--- config.mk ---
export PLATFORM = sky130hd
export DESIGN_NAME = multiplexed_channel_deframer
export DESIGN_NICKNAME = d
export VERILOG_FILES = /design/src/rtl/mcd_pkg.sv /design/src/rtl/mcd_cfg.sv /design/src/rtl/mcd_in_reg.sv /design/src/rtl/mcd_core.sv /design/src/rtl/mcd_out_reg.sv /design/src/rtl/multiplexed_channel_deframer.sv
export SDC_FILE = /design/constraint.sdc
export NUM_CORES = 1
export LEC_CHECK = 0
export BUFFER_PORTS_ARGS = -buffer_cell sky130_fd_sc_hd__buf_2
export CAP_MARGIN = 10
export CORE_MARGIN = 2
export CORE_UTILIZATION = 30
export DETAILED_ROUTE_END_ITERATION = 6
export PLACE_DENSITY_LB_ADDON = 0.2
export REMOVE_ABC_BUFFERS = 1
export SYNTH_ARGS = -nofsm -noshare
export SYNTH_HDL_FRONTEND = slang
export SYNTH_SLANG_ARGS = --single-unit
--- constraint.sdc ---
create_clock -name clk_i -period 3.7 [get_ports clk_i]
set_input_delay 0.37 -clock clk_i [delete_from_list [all_inputs] [get_ports clk_i]]
set_output_delay 0.37 -clock clk_i [all_outputs]
set_load 0.01 [all_outputs]
--- src/rtl/mcd_pkg.sv ---
// ---------------------------------------------------------------------------
// mcd_pkg
// shared types and constants of the multiplexed channel deframer
// ---------------------------------------------------------------------------
package mcd_pkg;

  localparam int unsigned CHANNELS_DEF = 64;
  localparam int unsigned WORD_W       = 16;
  localparam int unsigned SAMPLE_W     = 16;
  localparam int unsigned CHAN_W       = 7;
  localparam int unsigned SLOT_W       = 7;
  localparam int unsigned STATUS_W     = 2;
  localparam int unsigned MASK_W       = 64;
  localparam int unsigned MASK_IDX_W   = 6;
  localparam int unsigned OUT_TDATA_W  = 24;
  localparam int unsigned APB_ADDR_W   = 4;
  localparam int unsigned APB_DATA_W   = 64;

  localparam logic [WORD_W-1:0] MARKER_WORD   = 16'h0000;
  localparam logic [WORD_W-1:0] SAMPLE_OFFSET = 16'h8000;

  typedef enum logic [STATUS_W-1:0] {
    ST_SAMPLE  = 2'd0,
    ST_OVERRUN = 2'd1,
    ST_BADLEN  = 2'd2
  } status_e;

  typedef enum logic [3:0] {
    PH_HUNT  = 4'b0001,
    PH_FIRST = 4'b0010,
    PH_RUN   = 4'b0100,
    PH_HALT  = 4'b1000
  } phase_e;

  typedef enum logic {
    REG_CHANNEL_MASK = 1'b0,
    REG_UPPER_BANK   = 1'b1
  } reg_e;

  typedef struct packed {
    logic [MASK_W-1:0] channel_mask;
    logic              upper_bank;
  } cfg_t;

  typedef struct packed {
    logic signed [SAMPLE_W-1:0] sample;
    logic [CHAN_W-1:0]          channel;
    status_e                    status;
  } result_t;

endpackage

--- src/rtl/mcd_cfg.sv ---
// ---------------------------------------------------------------------------
// mcd_cfg
// apb register file holding channel mask and bank select
// ---------------------------------------------------------------------------
module mcd_cfg (
  input  logic                                clk_i,
  input  logic                                rst_ni,
  input  logic                                psel,
  input  logic                                penable,
  input  logic                                pwrite,
  input  logic [mcd_pkg::APB_ADDR_W-1:0]      paddr,
  input  logic [mcd_pkg::APB_DATA_W-1:0]      pwdata,
  output logic [mcd_pkg::APB_DATA_W-1:0]      prdata,
  output logic                                pready,
  output mcd_pkg::cfg_t                       cfg_o
);

  logic [mcd_pkg::MASK_W-1:0] mask_q, mask_d;
  logic                       bank_q, bank_d;
  logic                       wr_en;
  mcd_pkg::reg_e              reg_sel;

  assign pready  = 1'b1;
  assign wr_en   = psel && penable && pwrite;
  assign reg_sel = mcd_pkg::reg_e'(paddr[mcd_pkg::APB_ADDR_W-1]);

  always_comb begin
    mask_d = mask_q;
    bank_d = bank_q;
    if (wr_en) begin
      case (reg_sel)
        mcd_pkg::REG_CHANNEL_MASK: mask_d = pwdata[mcd_pkg::MASK_W-1:0];
        mcd_pkg::REG_UPPER_BANK:   bank_d = pwdata[0];
        default: ;
      endcase
    end
  end

  always_ff @(posedge clk_i or negedge rst_ni) begin
    if (!rst_ni) begin
      mask_q <= '1;
      bank_q <= 1'b0;
    end else begin
      mask_q <= mask_d;
      bank_q <= bank_d;
    end
  end

  always_comb begin
    case (reg_sel)
      mcd_pkg::REG_CHANNEL_MASK: prdata = mask_q;
      mcd_pkg::REG_UPPER_BANK:   prdata = {{(mcd_pkg::APB_DATA_W-1){1'b0}}, bank_q};
      default:                   prdata = '0;
    endcase
  end

  assign cfg_o.channel_mask = mask_q;
  assign cfg_o.upper_bank   = bank_q;

endmodule

--- src/rtl/mcd_in_reg.sv ---
// ---------------------------------------------------------------------------
// mcd_in_reg
// input register stage for acquisition words
// ---------------------------------------------------------------------------
module mcd_in_reg (
  input  logic                         clk_i,
  input  logic                         rst_ni,
  input  logic                         s_axis_tvalid,
  output logic                         s_axis_tready,
  input  logic [mcd_pkg::WORD_W-1:0]   s_axis_tdata,
  input  logic                         advance_i,
  output logic                         valid_o,
  output logic [mcd_pkg::WORD_W-1:0]   word_o
);

  logic                       valid_q, valid_d;
  logic [mcd_pkg::WORD_W-1:0] word_q, word_d;
  logic                       take;

  assign s_axis_tready = !valid_q || advance_i;
  assign take          = s_axis_tvalid && s_axis_tready;

  always_comb begin
    valid_d = valid_q;
    word_d  = word_q;
    if (take) begin
      valid_d = 1'b1;
      word_d  = s_axis_tdata;
    end else if (advance_i) begin
      valid_d = 1'b0;
    end
  end

  always_ff @(posedge clk_i or negedge rst_ni) begin
    if (!rst_ni) begin
      valid_q <= 1'b0;
    end else begin
      valid_q <= valid_d;
    end
  end

  always_ff @(posedge clk_i) begin
    word_q <= word_d;
  end

  assign valid_o = valid_q;
  assign word_o  = word_q;

endmodule

--- src/rtl/mcd_core.sv ---
// ---------------------------------------------------------------------------
// mcd_core
// framing state machine, slot counter and result formation
// ---------------------------------------------------------------------------
module mcd_core #(
  parameter int unsigned CHANNELS = mcd_pkg::CHANNELS_DEF
) (
  input  logic                         clk_i,
  input  logic                         rst_ni,
  input  logic                         valid_i,
  input  logic [mcd_pkg::WORD_W-1:0]   word_i,
  input  mcd_pkg::cfg_t                cfg_i,
  input  logic                         out_free_i,
  output logic                         advance_o,
  output logic                         res_valid_o,
  output mcd_pkg::result_t             res_o
);

  localparam logic [mcd_pkg::SLOT_W-1:0] FULL_SLOTS = mcd_pkg::SLOT_W'(CHANNELS);

  mcd_pkg::phase_e             phase_q, phase_d;
  logic [mcd_pkg::SLOT_W-1:0]  slot_q, slot_d;
  logic                        marker_q, marker_d;

  logic                        fire;
  logic                        is_marker;
  logic [mcd_pkg::SLOT_W-1:0]  slot_sel;
  logic [mcd_pkg::SLOT_W-1:0]  want_slot;
  logic                        slot_enabled;
  mcd_pkg::result_t            sample_res;
  mcd_pkg::result_t            err_res;

  assign advance_o = valid_i && out_free_i;
  assign fire      = advance_o;
  assign is_marker = (word_i == mcd_pkg::MARKER_WORD);

  // first word after the opening marker always sits in slot zero
  assign slot_sel     = (phase_q == mcd_pkg::PH_FIRST) ? '0 : slot_q;
  assign slot_enabled = (slot_sel < FULL_SLOTS)
                     && cfg_i.channel_mask[slot_sel[mcd_pkg::MASK_IDX_W-1:0]];
  assign want_slot    = marker_q ? '0 : FULL_SLOTS;

  assign sample_res.sample  = word_i ^ mcd_pkg::SAMPLE_OFFSET;
  assign sample_res.channel = slot_sel + (cfg_i.upper_bank ? FULL_SLOTS : '0);
  assign sample_res.status  = mcd_pkg::ST_SAMPLE;

  always_comb begin
    phase_d     = phase_q;
    slot_d      = slot_q;
    marker_d    = marker_q;
    res_valid_o = 1'b0;
    err_res     = '{sample: '0, channel: '0, status: mcd_pkg::ST_OVERRUN};
    res_o       = sample_res;
    if (fire) begin
      case (phase_q)
        mcd_pkg::PH_HUNT: begin
          if (is_marker) begin
            phase_d = mcd_pkg::PH_FIRST;
          end
        end
        mcd_pkg::PH_FIRST: begin
          phase_d  = mcd_pkg::PH_RUN;
          marker_d = 1'b0;
          if (is_marker) begin
            slot_d = '0;
          end else begin
            slot_d      = mcd_pkg::SLOT_W'(1);
            res_valid_o = slot_enabled;
          end
        end
        mcd_pkg::PH_RUN: begin
          if (!is_marker && slot_q == FULL_SLOTS) begin
            phase_d     = mcd_pkg::PH_HALT;
            res_valid_o = 1'b1;
            res_o       = err_res;
          end else if (is_marker) begin
            if (slot_q != want_slot) begin
              phase_d        = mcd_pkg::PH_HALT;
              res_valid_o    = 1'b1;
              err_res.status = mcd_pkg::ST_BADLEN;
              res_o          = err_res;
            end else begin
              marker_d = 1'b1;
              slot_d   = '0;
            end
          end else begin
            marker_d    = 1'b0;
            slot_d      = slot_q + mcd_pkg::SLOT_W'(1);
            res_valid_o = slot_enabled;
          end
        end
        mcd_pkg::PH_HALT: ;
        default: phase_d = mcd_pkg::PH_HALT;
      endcase
    end
  end

  always_ff @(posedge clk_i or negedge rst_ni) begin
    if (!rst_ni) begin
      phase_q  <= mcd_pkg::PH_HUNT;
      slot_q   <= '0;
      marker_q <= 1'b0;
    end else begin
      phase_q  <= phase_d;
      slot_q   <= slot_d;
      marker_q <= marker_d;
    end
  end

endmodule

--- src/rtl/mcd_out_reg.sv ---
// ---------------------------------------------------------------------------
// mcd_out_reg
// result register driving the master stream side
// ---------------------------------------------------------------------------
module mcd_out_reg (
  input  logic                              clk_i,
  input  logic                              rst_ni,
  input  logic                              load_i,
  input  mcd_pkg::result_t                  res_i,
  output logic                              free_o,
  output logic                              m_axis_tvalid,
  input  logic                              m_axis_tready,
  output logic [mcd_pkg::OUT_TDATA_W-1:0]   m_axis_tdata,
  output logic [mcd_pkg::STATUS_W-1:0]      m_axis_tuser
);

  logic             valid_q, valid_d;
  mcd_pkg::result_t res_q, res_d;

  assign free_o = !valid_q || m_axis_tready;

  always_comb begin
    valid_d = valid_q;
    res_d   = res_q;
    if (load_i) begin
      valid_d = 1'b1;
      res_d   = res_i;
    end else if (m_axis_tready) begin
      valid_d = 1'b0;
    end
  end

  always_ff @(posedge clk_i or negedge rst_ni) begin
    if (!rst_ni) begin
      valid_q <= 1'b0;
    end else begin
      valid_q <= valid_d;
    end
  end

  always_ff @(posedge clk_i) begin
    res_q <= res_d;
  end

  assign m_axis_tvalid = valid_q;
  assign m_axis_tdata  = {
    {(mcd_pkg::OUT_TDATA_W - mcd_pkg::CHAN_W - mcd_pkg::SAMPLE_W){1'b0}},
    res_q.channel, res_q.sample};
  assign m_axis_tuser  = res_q.status;

endmodule

--- src/rtl/multiplexed_channel_deframer.sv ---
// ---------------------------------------------------------------------------
// multiplexed_channel_deframer
// splits a marker-framed stream of offset-binary words into channel samples
// ---------------------------------------------------------------------------
//  port group   dir  payload
//  s_axis       in   tdata[15:0] raw_word
//  m_axis       out  tdata[15:0] sample, tdata[22:16] channel, tuser[1:0] status
//  apb          in   0x0 channel_mask (64 bit), 0x8 upper_bank (1 bit)
//
//  one word per cycle sustained while m_axis does not stall; a taken word
//  reaches m_axis through the input register, then the result register
//  reset clears the framing state, mask to all ones and bank select to zero
//  a stalled m_axis side holds one result and one word, then deasserts tready
//  after a framing error no further results appear until reset
// ---------------------------------------------------------------------------
module multiplexed_channel_deframer #(
  parameter int unsigned CHANNELS = mcd_pkg::CHANNELS_DEF
) (
  input  logic                              clk_i,
  input  logic                              rst_ni,
  input  logic                              s_axis_tvalid,
  output logic                              s_axis_tready,
  input  logic [mcd_pkg::WORD_W-1:0]        s_axis_tdata,   // raw_word
  output logic                              m_axis_tvalid,
  input  logic                              m_axis_tready,
  output logic [mcd_pkg::OUT_TDATA_W-1:0]   m_axis_tdata,   // sample, channel
  output logic [mcd_pkg::STATUS_W-1:0]      m_axis_tuser,   // status
  input  logic                              psel,
  input  logic                              penable,
  input  logic                              pwrite,
  input  logic [mcd_pkg::APB_ADDR_W-1:0]    paddr,
  input  logic [mcd_pkg::APB_DATA_W-1:0]    pwdata,
  output logic [mcd_pkg::APB_DATA_W-1:0]    prdata,
  output logic                              pready
);

  mcd_pkg::cfg_t              cfg;
  mcd_pkg::result_t           res;
  logic                       word_valid;
  logic [mcd_pkg::WORD_W-1:0] word;
  logic                       advance;
  logic                       out_free;
  logic                       res_valid;

  mcd_cfg u_cfg (
    .clk_i   (clk_i),
    .rst_ni  (rst_ni),
    .psel    (psel),
    .penable (penable),
    .pwrite  (pwrite),
    .paddr   (paddr),
    .pwdata  (pwdata),
    .prdata  (prdata),
    .pready  (pready),
    .cfg_o   (cfg)
  );

  mcd_in_reg u_in_reg (
    .clk_i         (clk_i),
    .rst_ni        (rst_ni),
    .s_axis_tvalid (s_axis_tvalid),
    .s_axis_tready (s_axis_tready),
    .s_axis_tdata  (s_axis_tdata),
    .advance_i     (advance),
    .valid_o       (word_valid),
    .word_o        (word)
  );

  mcd_core #(
    .CHANNELS (CHANNELS)
  ) u_core (
    .clk_i       (clk_i),
    .rst_ni      (rst_ni),
    .valid_i     (word_valid),
    .word_i      (word),
    .cfg_i       (cfg),
    .out_free_i  (out_free),
    .advance_o   (advance),
    .res_valid_o (res_valid),
    .res_o       (res)
  );

  mcd_out_reg u_out_reg (
    .clk_i         (clk_i),
    .rst_ni        (rst_ni),
    .load_i        (res_valid),
    .res_i         (res),
    .free_o        (out_free),
    .m_axis_tvalid (m_axis_tvalid),
    .m_axis_tready (m_axis_tready),
    .m_axis_tdata  (m_axis_tdata),
    .m_axis_tuser  (m_axis_tuser)
  );

endmodule

* Word level (Yosys, flattened, before mapping)
Index checks and enable logic that the tools add are counted.
** Cells by class
- Add/subtract/negate cells :: 2
- Bitwise logic cells :: 6
- Reduce and logical (&&, ||, !) cells :: 21
- Order comparisons :: 2
- Mux-type cells :: 35
- Eq/ne operators :: 11
** Operator list (count)
- one-hot mux 64 bit (2 select lines) :: 1
- 2-to-1 mux 25 bit :: 5
- 2-to-1 mux 7 bit :: 6
- logical NOT 16 bit :: 1
- 2-to-1 mux 4 bit :: 4
- one-hot mux 4 bit (4 select lines) :: 1
- 2-to-1 mux 1 bit :: 14
- one-hot mux 7 bit (2 select lines) :: 1
- adder 7 x 1 -> 7 bit (second input constant) :: 1
- adder 7 bit :: 1
- == test 7 bit (second input constant) :: 1
- < comparator 6 x 7 -> 1 bit (second input constant) :: 1
- < comparator 7 bit (second input constant) :: 1
- != test 7 bit :: 1
- binary-select mux 1 bit (select 6 bit) :: 1
- logical AND 1 bit :: 6
- != test 3 x 1 -> 1 bit (second input constant) :: 2
- NOT 1 bit :: 6
- AND reduction 2 bit :: 3
- nonzero test 2 bit :: 3
- AND reduction 5 bit :: 1
- == test 4 x 1 -> 1 bit (second input constant) :: 1
- == test 4 x 2 -> 1 bit (second input constant) :: 1
- == test 4 x 3 -> 1 bit (second input constant) :: 1
- 9 further kinds :: 13
** Storage, ports and cells
- Word-level logic and storage cells :: 89
- Register bits :: 120
- Input bits :: 91

* Logic depth before layout (Yosys ltp)
Gate-level depths: netlist (run 1).
- Depth in word-level cells :: 10
- Mapped depth :: 9
- Depth with buffers taken out :: 7

* Cells and area by module
From an unflattened synthesis (run 1), not the netlist that was laid out.
** Second synthesis, totals
- Cells, all modules :: 482
- Area total of the unflattened synthesis :: 6356.1 µm²
** By module, submodules not included
- mcd_cfg :: cells each 213, instances 1, seq. area each 1706.6 µm², area an instance 3276.9 µm²
- mcd_core :: cells each 219, instances 1, seq. area each 301.5 µm², area an instance 1735.4 µm²
- mcd_out_reg :: cells each 30, instances 1, seq. area each 775.7 µm², area an instance 809.5 µm²
- mcd_in_reg :: cells each 20, instances 1, seq. area each 505.5 µm², area an instance 534.3 µm²

* Worst setup path before layout (run 1)
OpenSTA, ideal clock, no wires.
- Path type :: reg2reg
- From :: register u_core.slot_q[0] (netlist bit)
- To :: register u_out_reg.res_q, in the netlist u_out_reg.m_axis_tdata[0], enable pin
- Buffers on the path :: 3
- Library setup time :: 419 ps
- Slack :: 101 ps
- Cell stages (with the launch flop) :: 10
- Data arrival time :: 3180 ps
- Clock period less this slack :: 3599 ps
- Cells stage by stage :: dfrtp_1 -> buf_2 -> buf_2 -> clkinv_1 -> ha_1 -> and2_1 -> a21o_1 -> a21o_1 -> clkbuf_1 -> a22oi_1
** On the way
- Cells in the longest elaborated chain, start to end :: 8
** Ends and longest elaborated chain
- start: declaration :: line mcd_core.sv:22 : logic [mcd_pkg::SLOT_W-1:0] slot_q, slot_d;
- start signal: assignment :: line mcd_core.sv:105 : slot_q <= slot_d;
- 2-to-1 mux 7 bit :: line mcd_core.sv:38 : assign slot_sel = (phase_q == mcd_pkg::PH_FIRST) ? '0 : slot_q;
- binary-select mux 1 bit (select 6 bit) :: line mcd_core.sv:40 : && cfg_i.channel_mask[slot_sel[mcd_pkg::MASK_IDX_W-1:0]];
- 2-to-1 mux 1 bit (implied by the code) :: line mcd_core.sv:40
- logical AND 1 bit :: line mcd_core.sv:40
- 2-to-1 mux 1 bit :: line mcd_core.sv:76 : end else if (is_marker) begin
- 2-to-1 mux 1 bit :: line mcd_core.sv:72 : if (!is_marker && slot_q == FULL_SLOTS) begin
- one-hot mux 1 bit (2 select lines) * :: line mcd_core.sv:55 : case (phase_q)
- 2-to-1 mux 1 bit * :: line mcd_core.sv:54 : if (fire) begin
- net res_valid :: line multiplexed_channel_deframer.sv:43 : logic res_valid;
- end signal: assignment :: line mcd_out_reg.sv:42 : res_q <= res_d;
- end: declaration :: line mcd_out_reg.sv:18 : mcd_pkg::result_t res_q, res_d;
The timed path passes the listed nets; every way through them passes the cells marked *. The select of a mux whose other input is x is not followed.
A chain may end at the register's enable or synchronous reset.

* Worst setup path in the final report (run 1)
- From :: register u_core.phase_q[2]
- To :: register u_out_reg.res_q, in the netlist u_out_reg.m_axis_tdata[14], enable pin
** On the way
- Cells in the longest elaborated chain, start to end :: 9
** Ends and longest elaborated chain
- start: declaration :: line mcd_core.sv:21 : mcd_pkg::phase_e phase_q, phase_d;
- start signal: assignment :: line mcd_core.sv:100 : phase_q <= mcd_pkg::PH_HUNT;
- start signal: assignment :: line mcd_core.sv:104 : phase_q <= phase_d;
- == test 4 x 2 -> 1 bit :: line mcd_core.sv:38, mcd_core.sv:55
- 2-to-1 mux 7 bit :: line mcd_core.sv:38
- binary-select mux 1 bit (select 6 bit) :: line mcd_core.sv:40
- 2-to-1 mux 1 bit (implied by the code) :: line mcd_core.sv:40
- logical AND 1 bit :: line mcd_core.sv:40
- 2-to-1 mux 1 bit :: line mcd_core.sv:76
- 2-to-1 mux 1 bit :: line mcd_core.sv:72
- one-hot mux 1 bit (2 select lines) * :: line mcd_core.sv:55
- 2-to-1 mux 1 bit * :: line mcd_core.sv:54
- net res_valid :: line multiplexed_channel_deframer.sv:43
Marked as above.

==> flow_summary.ini, run 1 <==
[outcome]
outcome = finished clean

[synth]
yosys.area.top_type = dfstp_2
yosysMostFrequentCell = mux2_2
synth_area_leaders = dfstp_2 (28%), edfxtp_1 (20%), mux2_2 (14%), nor2b_1 (7.0%), dfrtp_1 (5.8%)
syn_area_per_cell_um2 = 12.1
synthCells = 498
syn_area_mm2 = 0.00601
synth_common_cells = mux2_2 (74), nor2b_1 (67), dfstp_2 (65)
synth_edf_count = 41
synth_cell_types = 62
ys.flop_type = dfstp_2
ys_ff_latch = 120
ys_seq_area_share_pct = 54.7
ys_warn_count = 0
synth_async_sr_flop_share_pct = 65.8
post-synth-top-area-fraction_pct = 28.4

[critical_path]
path_cells = or4b_1 -> nand2_2 -> o22ai_1 -> o311ai_0 -> o211ai_1 -> a22oi_2 -> buf_12
startpoint = u_core.phase_q[2]
startpoint_type = flip-flop
crit_arrival_ns = 3.12
r2r_slack_ns = 0.69
crit_slowest_cell = or4b_1
cp-end-kind = flip-flop
critical_path_class = flip-flop to flip-flop
reg2reg_depth = 7
r2r-end = u_out_reg.m_axis_tdata[14]
crit_fanout = 22
reg2reg_from = u_core.phase_q[2]
cpPeakStageDelay_ns = 0.67
endpoint = u_out_reg.m_axis_tdata[14]
cp_data_required_time_ns = 3.81

[routing]
vias = 4486
wl_per_cell_um = 16.8
via_per_inst = 4.72
drc = 0
wl_um = 16000
antenna_left = 0
firstDrtPassIters = 4
initialDrtViolationCount = 213

[cts]
cts_setup_buffers = 0
clkTransAtPathRegs_ns = 0.06
ctsHoldBuffers = 0
cts_tree = done
numClockSinks = 120
clk_latency_ns = 0.42
cts_resized = 0
cts-root-buf = clkbuf_16
clockBufferDepth = 2
cts_buffers = 17
htreeDepth = 4

[sta]
fmax_mhz = 333
worst_pin_slew_ns = 0.878
finalSetupViolCount = 0
slew_violations = 0
skew_ns = 0.0102
min_period_over_period_pct = 81.2
grt_setup_unrepaired = no
setup_slack_ns = 0.694
slew_headroom_pct = 41.5
finalCriticalPeriod_ns = 3.01
hold_viol = 0

[grt]
antenna_found_initial = 1
grt_first_pass_wirelength_um = 25000
grt_max_degree = 65
grt_overflow = 0
grtUsageTotal_pct = 15.1
grt_pass1_vias = 4639

[placement]
place_inst = 919
dp_slack_ns = 0.719
place_hpwl_um = 11300
io_buffers = 178
place.gp.congestion = 0.832

[power_and_ir_drop]
vdd_ir_drop_max_v = 0.000320
p_leak_nw = 3.20
power.density_mw_per_mm2 = 530

[floorplan]
die_area_mm2 = 0.0212
dieWidth_um = 146
rows = 51
coreArea_mm2 = 0.0196
io_pins = 184
start_util_pct = 30.7
die_h_um = 146

[layout]
fin_cells = 951
seqCellArea_mm2 = 0.00329
fin_nets = 766
area_growth_pct = 29.9
drive_above_1_share_pct = 53.8
fillers = 1939
multi_input_area_mm2 = 0.00254
insertedDiodeCount = 0

[flow_run]
drv_cap = 0

[min_path]
hold_path_class = input pin to async pin
==> logic make-up (layout without fill, tap and decap cells) <==
kind of cell               Yosys count  after routing  share of synthesized area (%)
muxes                               85             85                           16.1
other                                2              2                          0.125
xor gates and xnor gates             2              2                          0.291
buffers and inverters               40            228                           3.10
and+or+nand+nor                    174            174                           16.7
DFF                                120            120                           54.7
adders and majority gates            2              2                          0.416
AOI/OAI and AO/OA                   73             73                           8.56
==> stage by stage <==
stage	hold WS (ns)	cell area, µm²	setup TNS (ns)	utilization, %	power, mW
after floorplan	0.0744	5840	-12.21	-	2.13
after global placement	0.498	7190	0	36.7	2.38
after detailed placement	0.506	7190	0	36.7	2.40
after CTS	0.0498	7810	0	39.8	4.20
after global routing	0.0973	7810	0	39.8	4.32
final	0.0634	7810	0	39.8	4.13
==> layout by cell type, fill, tap and decap left out, types with 5 or more instances in the layout <==
master     Yosys  final
bufinv_16      0      5
mux2_2        74     74
nor4_1        10     10
edfxtp_1      41     41
buf_4          3     14
clkbuf_16      0     17
nor2b_1       67     67
dfrtp_1       14     13
a21oi_1       10     10
dfstp_2       65     65
and2_1        20     20
o21ai_0       17     17
mux2i_1        9      9
nand3_1        8      8
buf_2          8    177
nand2_1       24     24
nor2_1        21     21
==> final cells by class <==
cell class                      count  share of cell area, %
Clock buffer                       21                   5.64
Multi-Input combinational cell    338                   32.5
Inverter                            4                  0.192
Tap cell                          265                   4.25
Sequential cell                   120                   42.2
Timing Repair Buffer              192                   13.0
Clock inverter                     11                   2.28
==> how the worst min path moves through the flow <==
stage	from	to	slack, ns	cells past startpoint
global route	rst_ni	u_core.slot_q[3]	0.1	1
detailed placement	rst_ni	u_core.slot_q[3]	0.51	1
finish	rst_ni	u_core.slot_q[2]	0.06	1
CTS	rst_ni	u_core.slot_q[0]	0.05	1
floorplan	rst_ni	u_cfg.bank_q	0.07	0
global placement	rst_ni	u_core.slot_q[5]	0.50	1
==> sequential cells by signal, summed over array words and instances, names as in the netlist, 2 cells and up <==
register                cells
u_cfg.mask_q               64
u_core.phase_q              4
u_core.slot_q               7
u_in_reg.word_o            16
u_out_reg.m_axis_tdata     23
u_out_reg.m_axis_tuser      2
==> report_power, final <==
part	total (mW)	internal, mW	switching (mW)
clock network	1.76	1.18	0.577
logic	0.582	0.330	0.251
registers	1.79	1.67	0.125
total	4.13	3.18	0.953
==> metal layers <==
layer	share of wire, %	track usage (%)	vias to the layer above
met5	0	0	-
met4	1.1	5.34	0
met3	7.5	5.30	18
met2	46	23.1	159
met1	45	19.8	2154
li1	-	-	2155
==> critical path, delay by kind of cell (launching register included) <==
| family | cells | cell delay [ns] |
|---|---|---|
| compound gates | 4 | 1.08 |
| simple gates | 2 | 0.88 |
| flops | 1 | 0.50 |
| buf+inv | 1 | 0.22 |
Power figures use the tool's default switching activity.
==> inputs of run 2 (changes only) <==
- ABC_AREA: unset -> 1
- clock period: 3.7 -> 2.65 ns (I/O delays scaled with it)
==> run 2 against run 1 <==
Net effect: die area down 2.2%; worst setup slack worse by 0.52 ns; sequential power rose by 42%.
==> flow_summary.ini, run 2 <==
[routing]
drc = 0
vias = 5142
antenna_left = 0
initialDrtViolationCount = 257
firstDrtPassIters = 5
wl_per_cell_um = 13.8
wl_um = 16100
via_per_inst = 4.40

[critical_path]
critical_path_class = flip-flop to flip-flop
cp_common_cell = nand3_1
crit_slowest_cell = dfrtp_1
reg2reg_depth = 15
startpoint_type = flip-flop
cp-end-kind = flip-flop
cp.buffers_inverters = 4
cpPeakStageDelay_ns = 0.42
r2r-end = u_out_reg.m_axis_tdata[16]
r2r_slack_ns = 0.17
path_cells = nor2_2 -> nand2_4 -> buf_12 -> nand2_4 -> inv_2 -> nand3_1 -> nand3_1 -> nand3_1 -> nand3_1 -> nand3_1 -> nand3_1 -> nand2_1 -> nand2_1 -> inv_2 -> clkbuf_16
crit_arrival_ns = 2.60
cp_data_required_time_ns = 2.77
reg2reg_from = u_core.phase_q[3]
crit_fanout = 12
crit_family = simple AND/OR/NAND/NOR gates

[layout]
top_register = u_cfg.mask_q
largest_reg_flops = 64
layout_commonest_cell = buf_2
fin_util_pct = 40.0
area_growth_pct = 31.7
mostFrequentLayoutCells = buf_2 (177), nor2_1 (165), inv_1 (98)
drive_above_1_share_pct = 34.8
fin_nets = 983
fillers = 2066

[synth]
syn_area_per_cell_um2 = 8.32
synth_common_cells = nor2_1 (166), inv_1 (99), nand3_1 (93)
ys_seq_area_share_pct = 56.0
synth_cell_types = 31
ys_warn_count = 0
post-synth-top-area-fraction_pct = 29.1
yosys.area.top_type = dfstp_2
ys.flop_type = dfstp_2
synth_edf_count = 41
yosysMostFrequentCell = nor2_1
synth_area_leaders = dfstp_2 (29%), edfxtp_1 (21%), nor2_1 (11%), nand3_1 (7.9%), inv_1 (6.3%)
synthCells = 706
syn_area_mm2 = 0.00588
ys_ff_latch = 120
synth_async_sr_flop_share_pct = 65.8

[power_and_ir_drop]
power.density_mw_per_mm2 = 839
power_mw = 6.50
vdd_ir_drop_max_v = 0.000501
p_leak_nw = 3.94

[sta]
slew_violations = 0
setup_slack_ns = 0.170
hold_viol = 0
hold_slack_ns = 0.0362
finalSetupTns_ns = 0
skew_ns = 0.0139
slew_headroom_pct = 51.9
min_period_over_period_pct = 93.6
finalSetupViolCount = 0
fmax_mhz = 403
finalCriticalPeriod_ns = 2.48
worst_pin_slew_ns = 0.722
grt_setup_unrepaired = no

[grt]
grtUsageTotal_pct = 15.8
grt_first_pass_wirelength_um = 25300
grt_max_degree = 67
grt_overflow = 0
antenna_found_initial = 1
grt_pass1_vias = 5042

[floorplan]
rows = 51
die_h_um = 144
die_area_mm2 = 0.0207
dieWidth_um = 144
io_pins = 184
start_util_pct = 30.4
coreArea_mm2 = 0.0193

[cts]
cts-root-buf = clkbuf_16
htreeDepth = 4
cts_buffers = 17
clk_latency_ns = 0.41
clkTransAtPathRegs_ns = 0.05
clockBufferDepth = 2
numClockSinks = 120
cts_tree = done

[placement]
io_buffers = 178
dp_slack_ns = 0.0903
place.gp.congestion = 0.759
place_hpwl_um = 11500

[min_path]
hold_path.startpoint = s_axis_tdata[7]
holdPathEnd = u_in_reg.word_o[7]
hold_path_class = input pin to flip-flop
holdPathStages = 1

[flow_run]
drv_cap = 0

[outcome]
outcome = finished clean
## run 2: cell count changes after synthesis, moves of 8 or more
cell	change
and2_1	-20
nor2_1	+145
a21oi_1	+60
nand3_1	+85
nand2_1	+50
mux2i_1	-9
inv_1	+96
mux2_2	-74
nor2b_1	-67
nor4_1	-8
## run 2: power breakdown
group	leakage [nW]	internal (mW)	total, mW	switching (mW)
clock	0.272	1.35	2.15	0.808
combinational	2.45	0.694	1.80	1.11
sequential	1.22	2.34	2.54	0.204
## run 2: final cells by class
class | count | area [µm²] | share of cell area [%]
clock inverters | 6 | 36.3 | 0.469
clock buffers | 26 | 520 | 6.72
well taps | 265 | 332 | 4.28
inverters | 105 | 394 | 5.09
diodes | 1 | 2.50 | 0.0323
multi-input cells | 443 | 2010 | 26.0
repair buffers | 203 | 1150 | 14.9
flip-flops and latches | 120 | 3290 | 42.5
## run 2: layer usage
metal,part of all wire (%),track usage [%],vias to the layer above,wire length (µm)
li1,-,-,2615,-
met4,0.47,5.52,0,76
met3,5.1,3.67,7,816
met5,0,0,-,0
met1,50,22.3,2373,8090
met2,44,23.8,147,7120
## run 2: worst max-delay path by stage
stage / cells after the start / slack [ns] / startpoint / endpoint
floorplan: 14 / -0.24 / u_core.phase_q[0] / u_out_reg.m_axis_tdata[0]
global placement: 16 / 0.12 / u_core.phase_q[0] / u_out_reg.m_axis_tdata[11]
detailed placement: 16 / 0.09 / u_core.phase_q[0] / u_out_reg.m_axis_tdata[11]
CTS: 16 / 0.07 / u_core.phase_q[0] / u_out_reg.m_axis_tdata[6]
global route: 15 / 0.004 / u_core.phase_q[3] / u_out_reg.m_axis_tdata[18]
finish: 15 / 0.17 / u_core.phase_q[3] / u_out_reg.m_axis_tdata[16]
## run 2: logic make-up after synthesis
kind of cell	share of synthesized area (%)
and+or+nand+nor	25.6
DFF	56.0
adders and majority gates	0.426
buffers and inverters	10.1
AOI/OAI and AO/OA	7.66
xor gates and xnor gates	0.149
other	0.128
## run 2: repair_timing
| action | CTS | global route |
|---|---|---|
| setup endpoints to repair | 0 | 25 |
| buffers inserted | 0 | 5 |
| gates resized for setup | 0 | 4 |
| hold endpoints to repair | 5 | 0 |
| hold buffers | 1 | 0 |
## run 2: metrics by stage
step	cells	instance area, µm²
5_1_grt	1168	7740
6_report	1169	7740
3_5_place_dp	1129	7090
3_3_place_gp	1129	7090
2_1_floorplan	668	5680
4_1_cts	1162	7650
